<file path="src/hdl/bfi_pkg.sv">
// bfi_pkg: types, character codes and the control store of the brainfuck step core
// no dependencies; used by every module under hdl except bfi_ram
`default_nettype none

package bfi_pkg;

	// program characters
	localparam logic [7:0] CH_LEFT  = 8'h3C;
	localparam logic [7:0] CH_RIGHT = 8'h3E;
	localparam logic [7:0] CH_DEC   = 8'h2D;
	localparam logic [7:0] CH_INC   = 8'h2B;
	localparam logic [7:0] CH_OUT   = 8'h2E;
	localparam logic [7:0] CH_IN    = 8'h2C;
	localparam logic [7:0] CH_OPEN  = 8'h5B;
	localparam logic [7:0] CH_CLOSE = 8'h5D;

	// request operations
	localparam logic OP_LOAD = 1'b0;
	localparam logic OP_STEP = 1'b1;

	// result status codes
	localparam logic [1:0] STATUS_OK    = 2'd0;
	localparam logic [1:0] STATUS_UNBAL = 2'd1;
	localparam logic [1:0] STATUS_FULL  = 2'd2;

	typedef struct packed {
		logic       op;
		logic [7:0] prog_char;
		logic [7:0] in_byte;
	} bfi_in_t;

	typedef struct packed {
		logic        out_valid;
		logic [7:0]  out_byte;
		logic [10:0] prog_counter;
		logic        halted;
		logic [1:0]  status;
	} bfi_out_t;

	// datapath actions, one per control word
	typedef enum logic [3:0] {
		ACT_NONE,
		ACT_CLEAR,
		ACT_ACCEPT,
		ACT_LOAD,
		ACT_EXEC,
		ACT_SF_INIT,
		ACT_SB_INIT,
		ACT_SF_TEST,
		ACT_SB_TEST,
		ACT_SF_CHECK,
		ACT_SB_CHECK,
		ACT_IP_SCAN,
		ACT_IP_INC,
		ACT_EMIT
	} bfi_act_t;

	// jump conditions
	typedef enum logic [3:0] {
		CND_NEVER,
		CND_ALWAYS,
		CND_CLR_MORE,
		CND_NO_REQ,
		CND_IS_LOAD,
		CND_JMP_FWD,
		CND_JMP_BWD,
		CND_SF_END,
		CND_SB_END,
		CND_F_MISS,
		CND_B_MISS,
		CND_OUT_FREE
	} bfi_cond_t;

	localparam int UPC_W = 5;

	typedef struct packed {
		bfi_act_t         act;
		bfi_cond_t        cond;
		logic [UPC_W-1:0] target;
	} bfi_ctl_t;

	typedef struct packed {
		logic clr_more;
		logic no_req;
		logic is_load;
		logic jmp_fwd;
		logic jmp_bwd;
		logic sf_end;
		logic sb_end;
		logic f_miss;
		logic b_miss;
		logic out_free;
	} bfi_flags_t;

	// microprogram addresses
	localparam logic [UPC_W-1:0] U_CLEAR    = 5'd0;
	localparam logic [UPC_W-1:0] U_IDLE     = 5'd1;
	localparam logic [UPC_W-1:0] U_DECODE   = 5'd2;
	localparam logic [UPC_W-1:0] U_EXEC     = 5'd3;
	localparam logic [UPC_W-1:0] U_BWD      = 5'd4;
	localparam logic [UPC_W-1:0] U_RESULT   = 5'd5;
	localparam logic [UPC_W-1:0] U_HOLD     = 5'd6;
	localparam logic [UPC_W-1:0] U_SF_INIT  = 5'd7;
	localparam logic [UPC_W-1:0] U_SF_TEST  = 5'd8;
	localparam logic [UPC_W-1:0] U_SF_CHECK = 5'd9;
	localparam logic [UPC_W-1:0] U_SF_FOUND = 5'd10;
	localparam logic [UPC_W-1:0] U_SB_INIT  = 5'd11;
	localparam logic [UPC_W-1:0] U_SB_TEST  = 5'd12;
	localparam logic [UPC_W-1:0] U_SB_CHECK = 5'd13;
	localparam logic [UPC_W-1:0] U_SB_FOUND = 5'd14;
	localparam logic [UPC_W-1:0] U_IP_INC   = 5'd15;
	localparam logic [UPC_W-1:0] U_LOAD     = 5'd16;

	function automatic bfi_ctl_t bfi_rom(input logic [UPC_W-1:0] a);
		bfi_ctl_t w;
		case (a)
			U_CLEAR:    w = '{ACT_CLEAR,    CND_CLR_MORE, U_CLEAR};
			U_IDLE:     w = '{ACT_ACCEPT,   CND_NO_REQ,   U_IDLE};
			U_DECODE:   w = '{ACT_NONE,     CND_IS_LOAD,  U_LOAD};
			U_EXEC:     w = '{ACT_EXEC,     CND_JMP_FWD,  U_SF_INIT};
			U_BWD:      w = '{ACT_NONE,     CND_JMP_BWD,  U_SB_INIT};
			U_RESULT:   w = '{ACT_EMIT,     CND_OUT_FREE, U_IDLE};
			U_HOLD:     w = '{ACT_NONE,     CND_ALWAYS,   U_RESULT};
			U_SF_INIT:  w = '{ACT_SF_INIT,  CND_NEVER,    U_IDLE};
			U_SF_TEST:  w = '{ACT_SF_TEST,  CND_SF_END,   U_IP_INC};
			U_SF_CHECK: w = '{ACT_SF_CHECK, CND_F_MISS,   U_SF_TEST};
			U_SF_FOUND: w = '{ACT_IP_SCAN,  CND_ALWAYS,   U_RESULT};
			U_SB_INIT:  w = '{ACT_SB_INIT,  CND_NEVER,    U_IDLE};
			U_SB_TEST:  w = '{ACT_SB_TEST,  CND_SB_END,   U_IP_INC};
			U_SB_CHECK: w = '{ACT_SB_CHECK, CND_B_MISS,   U_SB_TEST};
			U_SB_FOUND: w = '{ACT_IP_SCAN,  CND_ALWAYS,   U_RESULT};
			U_IP_INC:   w = '{ACT_IP_INC,   CND_ALWAYS,   U_RESULT};
			U_LOAD:     w = '{ACT_LOAD,     CND_ALWAYS,   U_RESULT};
			default:    w = '{ACT_NONE,     CND_ALWAYS,   U_IDLE};
		endcase
		return w;
	endfunction

endpackage

`default_nettype wire

</file>
<file path="src/hdl/bfi_sequencer.sv">
// bfi_sequencer: micro program counter, control store and jump condition select
// depends on bfi_pkg
`default_nettype none

module bfi_sequencer (
	input  wire                      clk,
	input  wire                      arst_n,
	input  wire bfi_pkg::bfi_flags_t flags,
	output bfi_pkg::bfi_ctl_t        ctl
);
	import bfi_pkg::*;

	logic [UPC_W-1:0] upc_q;
	logic [UPC_W-1:0] upc_d;
	logic             take;

	assign ctl = bfi_rom(upc_q);

	always_comb begin
		case (ctl.cond)
			CND_NEVER:    take = 1'b0;
			CND_ALWAYS:   take = 1'b1;
			CND_CLR_MORE: take = flags.clr_more;
			CND_NO_REQ:   take = flags.no_req;
			CND_IS_LOAD:  take = flags.is_load;
			CND_JMP_FWD:  take = flags.jmp_fwd;
			CND_JMP_BWD:  take = flags.jmp_bwd;
			CND_SF_END:   take = flags.sf_end;
			CND_SB_END:   take = flags.sb_end;
			CND_F_MISS:   take = flags.f_miss;
			CND_B_MISS:   take = flags.b_miss;
			CND_OUT_FREE: take = flags.out_free;
			default:      take = 1'b0;
		endcase
		upc_d = take ? ctl.target : upc_q + UPC_W'(1);
	end

	always_ff @(posedge clk or negedge arst_n) begin
		if (!arst_n) begin
			upc_q <= U_CLEAR;
		end else begin
			upc_q <= upc_d;
		end
	end

	// the clear sweep is only ever entered from reset
	a_no_reenter_clear: assert property (@(posedge clk) disable iff (!arst_n)
		(upc_q != U_CLEAR) |=> (upc_q != U_CLEAR))
		else $error("sequencer returned to the clear sweep");

endmodule

`default_nettype wire

</file>
<file path="config.mk">
export PLATFORM = sky130hd
export DESIGN_NAME = bfi_sequencer
export DESIGN_NICKNAME = d
export VERILOG_FILES = /design/src/hdl/bfi_pkg.sv /design/src/hdl/bfi_sequencer.sv
export SDC_FILE = /design/constraint.sdc
export NUM_CORES = 1
export LEC_CHECK = 0
export ABC_CLOCK_PERIOD_IN_PS = 2850
export BUFFER_PORTS_ARGS = -buffer_cell sky130_fd_sc_hd__buf_2
export CAP_MARGIN = 20
export CELL_PAD_IN_SITES_DETAIL_PLACEMENT = 1
export CELL_PAD_IN_SITES_GLOBAL_PLACEMENT = 2
export CORE_MARGIN = 10
export CORE_UTILIZATION = 29
export DETAILED_ROUTE_END_ITERATION = 8
export PLACE_DENSITY = 0.78
export SLEW_MARGIN = 20
export SYNTH_ARGS = -nofsm -noshare
export SYNTH_HDL_FRONTEND = slang
export SYNTH_SLANG_ARGS = --single-unit
export TNS_END_PERCENT = 1
</file>
<file path="constraint.sdc">
create_clock -name clk -period 2.85 [get_ports clk]
set_input_delay 0.285 -clock clk [delete_from_list [all_inputs] [get_ports clk]]
set_output_delay 0.285 -clock clk [all_outputs]
set_load 0.005 [all_outputs]
</file>
### After elaboration in Yosys (flattened, before gate mapping)

Memories as Yosys holds them, arrays and structs flattened.
Cells that the tools add are included.

| storage, ports and cells | value |
|---|---|
| register bits | 5 |
| memory bits (read-only) | 416 |
| input port bits | 12 |
| output and inout bits | 13 |
| logic and storage cells | 16 |
| memories kept | 1 |

Memories:

| memory | depth | width | rd ports | clocked after Yosys merged registers in | wr ports | line | source |
|---|---|---|---|---|---|---|---|
| (no name shown) | 32 | 13 | 1 | 0 | 0 | bfi_pkg.sv:116 | `case (a)` |

| cells by class | value |
|---|---|
| $add $sub $neg | 1 |
| equal/unequal tests | 11 |
| mux-type cells | 2 |

Operators by type and width:

| operator | count |
|---|---|
| $eq A4 B3 Y1 const B | 4 |
| $eq A4 B4 Y1 const B | 4 |
| $pmux W1 S11 | 1 |
| $eq A4 B2 Y1 const B | 2 |
| $add A5 B1 Y5 const B | 1 |
| $mux W5 | 1 |
| $eq A4 B1 Y1 const B | 1 |

### Depth between registers and ports, before layout

Gate-level depths: netlist of run 1.
An unclocked memory read counts as a cell.

| depth | value |
|---|---|
| depth after elaboration | 4 |
| depth in mapped cells | 8 |
| depth with buffers taken out | 8 |

### Least setup slack after synthesis of run 1

Ideal clock, no wire load.

| timing | value |
|---|---|
| kind | flip-flop to flip-flop |
| from | register upc_q[0] |
| to | register upc_q[1] |
| library setup time | 0.125 ns |
| arrival | 2.424 ns |
| data required time | 2.725 ns |
| slack | 0.301 ns |
| stages on the path, launching flop included | 9 |
| path buffers | 0 |
| clock period less this slack | 2.549 ns |
| cells stage by stage | dfrtp_1 -> inv_1 -> ha_1 -> a2111oi_2 -> a31oi_4 -> mux2i_1 -> mux2_4 -> o211ai_4 -> mux2_4 |

RTL lines:

| element | line | source |
|---|---|---|
| start: declaration | bfi_sequencer.sv:13 | `logic [UPC_W-1:0] upc_q;` |
| start signal: assignment | bfi_sequencer.sv:42 | `upc_q <= upc_d;` |

### Worst setup path after layout of run 1

| timing | value |
|---|---|
| from | register upc_q[1] |
| to | register upc_q[0] |

| on the way | value |
|---|---|
| longest elaborated chain between the ends | 4 |

Ends and longest elaborated chain:

| element | line | source |
|---|---|---|
| $mem_v2 Z32 W13 (*) | - |  |
| $eq A4 B4 Y1, or another cell as far along | bfi_sequencer.sv:20 | `case (ctl.cond)` |
| $pmux W1 S11 | bfi_sequencer.sv:20 |  |
| $mux W5 (*) | bfi_sequencer.sv:35 | `upc_d = take ? ctl.target : upc_q + UPC_W'(1);` |
| named net upc_d[0] | bfi_sequencer.sv:14 | `logic [UPC_W-1:0] upc_d;` |

Mark *: on every way through the listed nets, which the timed path passes. The rest lies on a longest branch.

==> impl_results.rst, run 1 <==
.. list-table::
   :header-rows: 1

   * - Metric
     - Value
   * - Run status
     - finished, final reports clean
   * - Number of vias in the routed layout
     - 804
   * - Drt total wl
     - 2.597 mm
   * - CP max FO
     - 6
   * - Initial cell density of the core
     - 0.2959
   * - Flip-flop count of the largest register after layout
     - 5
   * - Clock Sink Count
     - 5
   * - Time the worst path needs with I/O delays and setup
     - 2614 ps
   * - Critical path class
     - flop to flop
   * - Cell with the most instances on the worst path
     - mux2_4
   * - Most frequent cells in the layout
     - buf_2 (24), a21oi_1 (8), mux2_4 (7), buf_4 (7)
   * - Fraction of the mapped netlist area in compound gates
     - 0.2793
   * - Finished Cell Area
     - 1010 sq um
   * - Fraction of final layout cells sized beyond drive strength 1
     - 0.3884
   * - Post-CTS Hold Fix Bufs
     - 1
   * - Worst slew margin relative to its limit
     - 0.6149
   * - Delay of the slowest cell on the worst path
     - 480 ps
   * - Area of the die
     - 5269 sq um
   * - Reg2Reg Capture Point
     - upc_q[0]
   * - Synthesized netlist cell count
     - 92
   * - Cell count along the critical path
     - 8
   * - Vias per cell
     - 5.289
   * - Most common cell after layout, fill and taps aside
     - buf_2
   * - DR WL/cell
     - 17.09 um
   * - IR Drop Worst-Case VDD
     - 0.4833 mV
   * - Average cell area after synthesis
     - 8.718 sq um
   * - Arithmetic-cell share of the synthesized area counting full adders, half adders and majority gates
     - 0.07800
   * - GRT Overall Usage
     - 0.1033
   * - Initial drt markers
     - 30
   * - Pin count of the biggest net entering global routing
     - 15
   * - Cell depth of the worst flop-to-flop path
     - 8
   * - Vias in the first global route
     - 903
   * - Horizontal die dimension
     - 72.59 um
   * - Core area
     - 2710 sq um
   * - Area share of xor/xnor cells in the synthesized design
     - 0.04368
   * - Setup repair after global routing missed its margin
     - no
   * - Hold Fails Final Rpt
     - 0
   * - Peak clock frequency supported by timing
     - 382.6 MHz
   * - Power per unit of standard cell area
     - 1543 nW/um^2
   * - Maximum level of the CTS H-tree
     - 1
   * - Router iterations before antenna repair
     - 4
   * - Net count, final
     - 139
   * - Number of setup buffers added after CTS
     - 0
   * - Arrival time of data at the critical path endpoint
     - 2740 ps
   * - Reg2reg start
     - upc_q[1]
   * - Clock latency at the later pin of the worst-skew pair
     - 250 ps
   * - Post-placement worst setup slack
     - 219.9 ps
   * - Setup tns final
     - 0 ps
   * - Worst min path class
     - input port to asynchronous set/reset pin
   * - Detail Placement HPWL
     - 2.071 mm
   * - Post-detailed-route count of antenna-violating nets
     - 0
   * - Number of warnings printed during yosys synthesis
     - 0
   * - Count of boundary I/O pins
     - 25
   * - Overflow after GRT
     - 0
   * - Number of rows in the core area
     - 19
   * - Total clock buffers created by CTS
     - 3
   * - Dominant combinational cell family by area after synthesis
     - compound AO/OA/AOI/OAI gates
   * - Reg clk slew, reported paths
     - 50 ps
   * - Count of flip-flops with a built-in enable after synthesis
     - 0
   * - Highest metal layer used by the detailed router
     - met4
   * - Number of different library cells in the post-synthesis netlist
     - 41
   * - Max-cap check violation count
     - 0
   * - Cell area after synthesis
     - 802.0 sq um
   * - Die extent in y
     - 72.59 um
   * - Synth Net Count
     - 109
   * - Slew @ Worst Pin
     - 577.7 ps
   * - Largest reg by FF count
     - upc_q
   * - Synthesized flop and latch total
     - 5
   * - Biggest area consumer among synthesized cells
     - dfrtp_1
   * - Simple-gate share of the synthesized area
     - 0.1435
   * - Slowest cell on the critical path
     - a2111oi_2
   * - Fraction of the yosys area taken by sequential cells
     - 0.1560
   * - Proportion of register bits with asynchronous set or reset after synthesis
     - 1.000
   * - Met1 WL
     - 1.093 mm
   * - Mux cell area share after synthesis
     - 0.2215
   * - Root Buffer
     - clkbuf_4
   * - Crit share post-route
     - 0.9170
   * - Worst Skew
     - 3.407 ps
   * - Final count of pins violating max slew
     - 0
   * - Setup slack of the worst register-to-register path
     - 240 ps
   * - Final setup fails
     - 0
   * - Required time of the critical path
     - 2980 ps
   * - Global-route wire length before repair
     - 4.457 mm
   * - Worst path top cell family by delay
     - compound AO/OA/AOI/OAI gates
   * - Crit path capture
     - upc_q[0]
   * - Worst setup margin
     - 236.5 ps
   * - Antenna violations before repair
     - 0
   * - Routed met3 length
     - 77 um
   * - Met2 wire len
     - 1.389 mm
   * - Startpoint of the worst setup timing path
     - upc_q[1]
   * - Synth top area cells
     - dfrtp_1 (16%), mux2_4 (13%), ha_1 (7.8%), mux2i_1 (6.2%), a21oi_1 (5.0%)
   * - Critical Path, Cell by Cell
     - inv_1, ha_1, a2111oi_2, a31oi_4, mux2i_1, mux2_4, o211ai_4, mux2_4
   * - Final Wtd Congestion
     - 0.8191
   * - Worst Setup Start Kind
     - flop
   * - Most instantiated flip-flop cell in the synthesis netlist
     - dfrtp_1
   * - Leak
     - 0.5011 nW
   * - Type of element capturing the critical path
     - flop
   * - Final antenna diode count
     - 0
   * - Clock tree from TritonCTS
     - built
   * - Worst path buffer plus inverter count
     - 1
   * - Regs by FF count
     - upc_q (5)
   * - Port Buffer Count
     - 24
   * - Cell area reported after detailed placement
     - 973.4 sq um
   * - Share of the synthesized area in the top cell type
     - 0.1560
   * - Resized Gates After CTS
     - 0
   * - Remaining DRCs
     - 0
   * - Area growth from synthesis to layout
     - 25.90%
   * - Maximum buffer depth of the clock tree
     - 2
synth_stat cells (3+ instances only):
cell type	instances
dfrtp_1	5
o21ai_0	5
ha_1	5
inv_1	4
nand3_1	3
mux2_4	7
nand2_1	6
mux2i_1	5
nor2_1	6
a21oi_1	8
worst min-delay path by stage:
stage	startpoint	to	slack, ps	depth (start not counted)
final	arst_n	upc_q[2]	380	2
after global routing	arst_n	upc_q[2]	390	2
after CTS	arst_n	upc_q[2]	380	2
after detailed placement	arst_n	upc_q[2]	110	1
after global placement	arst_n	upc_q[2]	100	1
after floorplan	arst_n	upc_q[0]	-10	0
layout make-up:
class / instances / area (sq um)
fill: 358 / 1700
multi-input combinational: 74 / 614.3
timing repair buffer: 32 / 182.7
sequential: 5 / 125.1
tap: 31 / 38.79
clock buffer: 4 / 26.28
inverter: 6 / 22.52
power breakdown:
part / total (mW) / switching, mW / internal, mW
Combinational: 1.29 / 0.636 / 0.655
Sequential: 0.182 / 0.0758 / 0.106
Clock: 0.0849 / 0.0318 / 0.0531
Total: 1.56 / 0.744 / 0.814
layer usage:
layer	up-vias	track usage
li1	393	-
met1	395	0.1208
met2	12	0.1744
met3	4	0.01905
met4	0	0.05274
met5	-	0
stage by stage:
step | util | cells | hold WS (ps) | power, mW
finish | 0.3726 | 152 | 376.5 | 1.558
global route | 0.3726 | 152 | 388.4 | 1.716
CTS | 0.3726 | 152 | 375.0 | 1.579
detailed placement | 0.3592 | 147 | 105.5 | 1.485
global placement | 0.3592 | 147 | 102.4 | 1.451
floorplan | - | 92 | -10.59 | 1.123
logic make-up after synthesis:
family                     after synthesis
muxes                                   13
AOI/OAI and AO/OA                       29
and+or+nand+nor                         23
DFF                                      5
buffers and inverters                   13
adders and majority gates                5
xor gates and xnor gates                 4
worst reg2reg max path: stages (launching register included):
cell and delay (ps):
dfrtp_1 370, inv_1 150, ha_1 320, a2111oi_2 480
a31oi_4 100, mux2i_1 170, mux2_4 280, o211ai_4 290
mux2_4 330
(Power assumes the default switching activity.)
==> run 2: changes to the inputs <==
--- a/config.mk
+++ b/config.mk
@@ -10,6 +10,7 @@
 export CAP_MARGIN = 20
 export CELL_PAD_IN_SITES_DETAIL_PLACEMENT = 1
 export CELL_PAD_IN_SITES_GLOBAL_PLACEMENT = 2
+export CORE_ASPECT_RATIO = 0.6
 export CORE_MARGIN = 10
 export CORE_UTILIZATION = 29
 export DETAILED_ROUTE_END_ITERATION = 8
==> run 2 against run 1 <==
Effect of this change: maximum frequency rose by 0.87%; clock-buffer cell count unchanged; clock power up 55%; register-to-register slack gained 20 ps; clock skew decreased by 2.9 ps; final area is 3.5% higher; via count is 1.0% lower; sequential power down 8%; combinational power rose by 4%; utilization rose by 3.3 points; cell count increased by 2.0%; power is 5.3% higher; largest cell class unchanged; largest power group unchanged; highest routed layer unchanged.
==> impl_results.rst, run 2 (synthesized netlist as in run 1, its figures left out) <==
.. list-table::
   :header-rows: 1

   * - Metric
     - Value
   * - Time the worst path needs with I/O delays and setup
     - 2591 ps (was 2614 ps)
   * - Final antenna diode count
     - 0 (unchanged)
   * - Regs by FF count
     - upc_q (5) (unchanged)
   * - Final count of pins violating max slew
     - 0 (unchanged)
   * - Vias per cell
     - 5.135 (was 5.289)
   * - Worst min path class
     - input port to asynchronous set/reset pin (unchanged)
   * - Number of rows in the core area
     - 14 (was 19)
   * - Max-cap check violation count
     - 0 (unchanged)
   * - Required time of the critical path
     - 2950 ps (was 2980 ps)
   * - Final Wtd Congestion
     - 0.8407 (was 0.8191)
   * - Initial drt markers
     - 33 (was 30)
   * - Cell area reported after detailed placement
     - 989.7 sq um (was 973.4 sq um)
   * - Resized Gates After CTS
     - 0 (unchanged)
   * - Power per unit of standard cell area
     - 1571 nW/um^2 (was 1543 nW/um^2)
   * - Combinational cell fraction of total power
     - 0.818 (was 0.829)
   * - Post-detailed-route count of antenna-violating nets
     - 0 (unchanged)
   * - Area growth from synthesis to layout
     - 30.26% (was 25.90%)
   * - Run status
     - finished, final reports clean (unchanged)
   * - Initial cell density of the core
     - 0.3115 (was 0.2959)
   * - Core area
     - 2575 sq um (was 2710 sq um)
   * - CP max FO
     - 6 (unchanged)
   * - Remaining DRCs
     - 0 (unchanged)
   * - Detail Placement HPWL
     - 2.256 mm (was 2.071 mm)
   * - Leak
     - 0.5198 nW (was 0.5011 nW)
   * - Antenna violations before repair
     - 0 (unchanged)
   * - Number of setup buffers added after CTS
     - 0 (unchanged)
   * - Setup repair after global routing missed its margin
     - no (unchanged)
   * - Worst Setup Start Kind
     - flop (unchanged)
   * - Most common cell after layout, fill and taps aside
     - buf_2 (unchanged)
   * - Fillers
     - 316 (was 358)
   * - Portion of total power attributed to sequential cells
     - 0.102 (was 0.117)
   * - Port Buffer Count
     - 24 (unchanged)
   * - Net count, final
     - 141 (was 139)
   * - Final setup fails
     - 0 (unchanged)
   * - Hold Fails Final Rpt
     - 0 (unchanged)
   * - Worst slew margin relative to its limit
     - 0.6449 (was 0.6149)
   * - Setup slack of the worst register-to-register path
     - 260 ps (was 240 ps)
   * - Area taken by multi-input logic gates
     - 614.3 sq um (unchanged)
   * - DR WL/cell
     - 17.88 um (was 17.09 um)
   * - Arrival time of data at the critical path endpoint
     - 2690 ps (was 2740 ps)
   * - IR Drop Worst-Case VDD
     - 0.3839 mV (was 0.4833 mV)
   * - Horizontal die dimension
     - 87.89 um (was 72.59 um)
   * - Type of element capturing the critical path
     - flop (unchanged)
   * - Peak clock frequency supported by timing
     - 386.0 MHz (was 382.6 MHz)
   * - Drt total wl
     - 2.771 mm (was 2.597 mm)
   * - GRT Overall Usage
     - 0.1112 (was 0.1033)
   * - Cell depth of the worst flop-to-flop path
     - 8 (unchanged)
   * - Number of vias in the routed layout
     - 796 (was 804)
   * - Area of the die
     - 5338 sq um (was 5269 sq um)
   * - Maximum buffer depth of the clock tree
     - 2 (unchanged)
   * - Overflow after GRT
     - 0 (unchanged)
   * - Maximum level of the CTS H-tree
     - 1 (unchanged)
   * - Worst Skew
     - 0.5514 ps (was 3.407 ps)
   * - Net switching power
     - 0.7649 mW (was 0.7437 mW)
   * - Setup tns final
     - 0 ps (unchanged)
   * - Crit share post-route
     - 0.9091 (was 0.9170)
   * - Clock Sink Count
     - 5 (unchanged)
   * - Slew @ Worst Pin
     - 531.0 ps (was 577.7 ps)
   * - Critical path class
     - flop to flop (unchanged)
   * - Die extent in y
     - 60.74 um (was 72.59 um)
   * - Finished Cell Area
     - 1045 sq um (was 1010 sq um)
   * - Flip-flop count of the largest register after layout
     - 5 (unchanged)
   * - Count of boundary I/O pins
     - 25 (unchanged)
   * - Post-CTS Hold Fix Bufs
     - 1 (unchanged)
   * - Router iterations before antenna repair
     - 4 (unchanged)
   * - Largest reg by FF count
     - upc_q (unchanged)
   * - Internal power
     - 0.8759 mW (was 0.8145 mW)
   * - Area taken by flip-flops and latches
     - 125.1 sq um (unchanged)
   * - Switching part of the total power
     - 0.4662 (was 0.4773)
   * - Vias in the first global route
     - 876 (was 903)
   * - Global-route wire length before repair
     - 4.629 mm (was 4.457 mm)
   * - Clock latency at the later pin of the worst-skew pair
     - 220 ps (was 250 ps)
   * - Clock tree from TritonCTS
     - built (unchanged)
   * - Reg clk slew, reported paths
     - 40 ps (was 50 ps)
   * - Fraction of final layout cells sized beyond drive strength 1
     - 0.3984 (was 0.3884)
   * - Root Buffer
     - clkbuf_8 (was clkbuf_4)
   * - Total clock buffers created by CTS
     - 3 (unchanged)
   * - Clock group share of total power
     - 0.080 (was 0.054)
   * - Most frequent cells in the layout
     - buf_2 (24), buf_4 (9), a21oi_1 (8), mux2_4 (7) (was buf_2 (24), a21oi_1 (8), mux2_4 (7), buf_4 (7))
   * - Pin count of the biggest net entering global routing
     - 15 (unchanged)
[run 2: worst paths after layout]
check                         start       end
max reg2reg                upc_q[1]  upc_q[2]
min                          arst_n  upc_q[4]
min reg2reg                upc_q[0]  upc_q[0]
min in group clk           upc_q[0]  upc_q[0]
max                        upc_q[1]  upc_q[2]
max in group asynchronous    arst_n  upc_q[2]
[run 2: power groups by stage]
| stage | combinational [mW] | sequential, mW | clock, mW |
|---|---|---|---|
| after CTS | 1.36 | 0.166 | 0.136 |
| after floorplan | 0.986 | 0.137 | 0 |
| after global placement | 1.34 | 0.164 | 0 |
| after detailed placement | 1.35 | 0.166 | 0 |
| after global routing | 1.49 | 0.176 | 0.142 |
| final | 1.34 | 0.167 | 0.132 |
[run 2: layout make-up]
class / count / share of cell area
clock buffers: 4 / 0.04311
inverters: 6 / 0.02156
multi-input cells: 74 / 0.5880
flip-flops and latches: 5 / 0.1198
well taps: 32 / 0.03832
repair buffers: 34 / 0.1892
[run 2: routing by layer]
metal | vias up | global-route usage | wire length, um
met5 | - | 0 | 0
met1 | 381 | 0.1521 | 1411
li1 | 397 | - | -
met2 | 12 | 0.1694 | 1225
met3 | 6 | 0.02139 | 88
met4 | 0 | 0.04072 | 45
[run 2: per-stage QoR]
| stage | std cells | total power, mW | setup WS, ps | hold slack [ps] | utilization |
|---|---|---|---|---|---|
| floorplan | 92 | 1.123 | 300.9 | -10.59 | - |
| global placement | 150 | 1.502 | 359.3 | 101.3 | 0.3844 |
| detailed placement | 150 | 1.518 | 267.9 | 105.0 | 0.3844 |
| CTS | 155 | 1.660 | 254.0 | 401.6 | 0.4057 |
| global route | 155 | 1.804 | 106.9 | 434.5 | 0.4057 |
| finish | 155 | 1.641 | 259.0 | 404.9 | 0.4057 |
[run 2: worst max-delay path, stage by stage, from the launching register on]
cell and delay [ps]:
dfrtp_1 380, inv_1 130, ha_1 310, a2111oi_2 490, a31oi_4 110, mux2i_1 160, mux2_4 280, o211ai_4 280
mux2_4 330
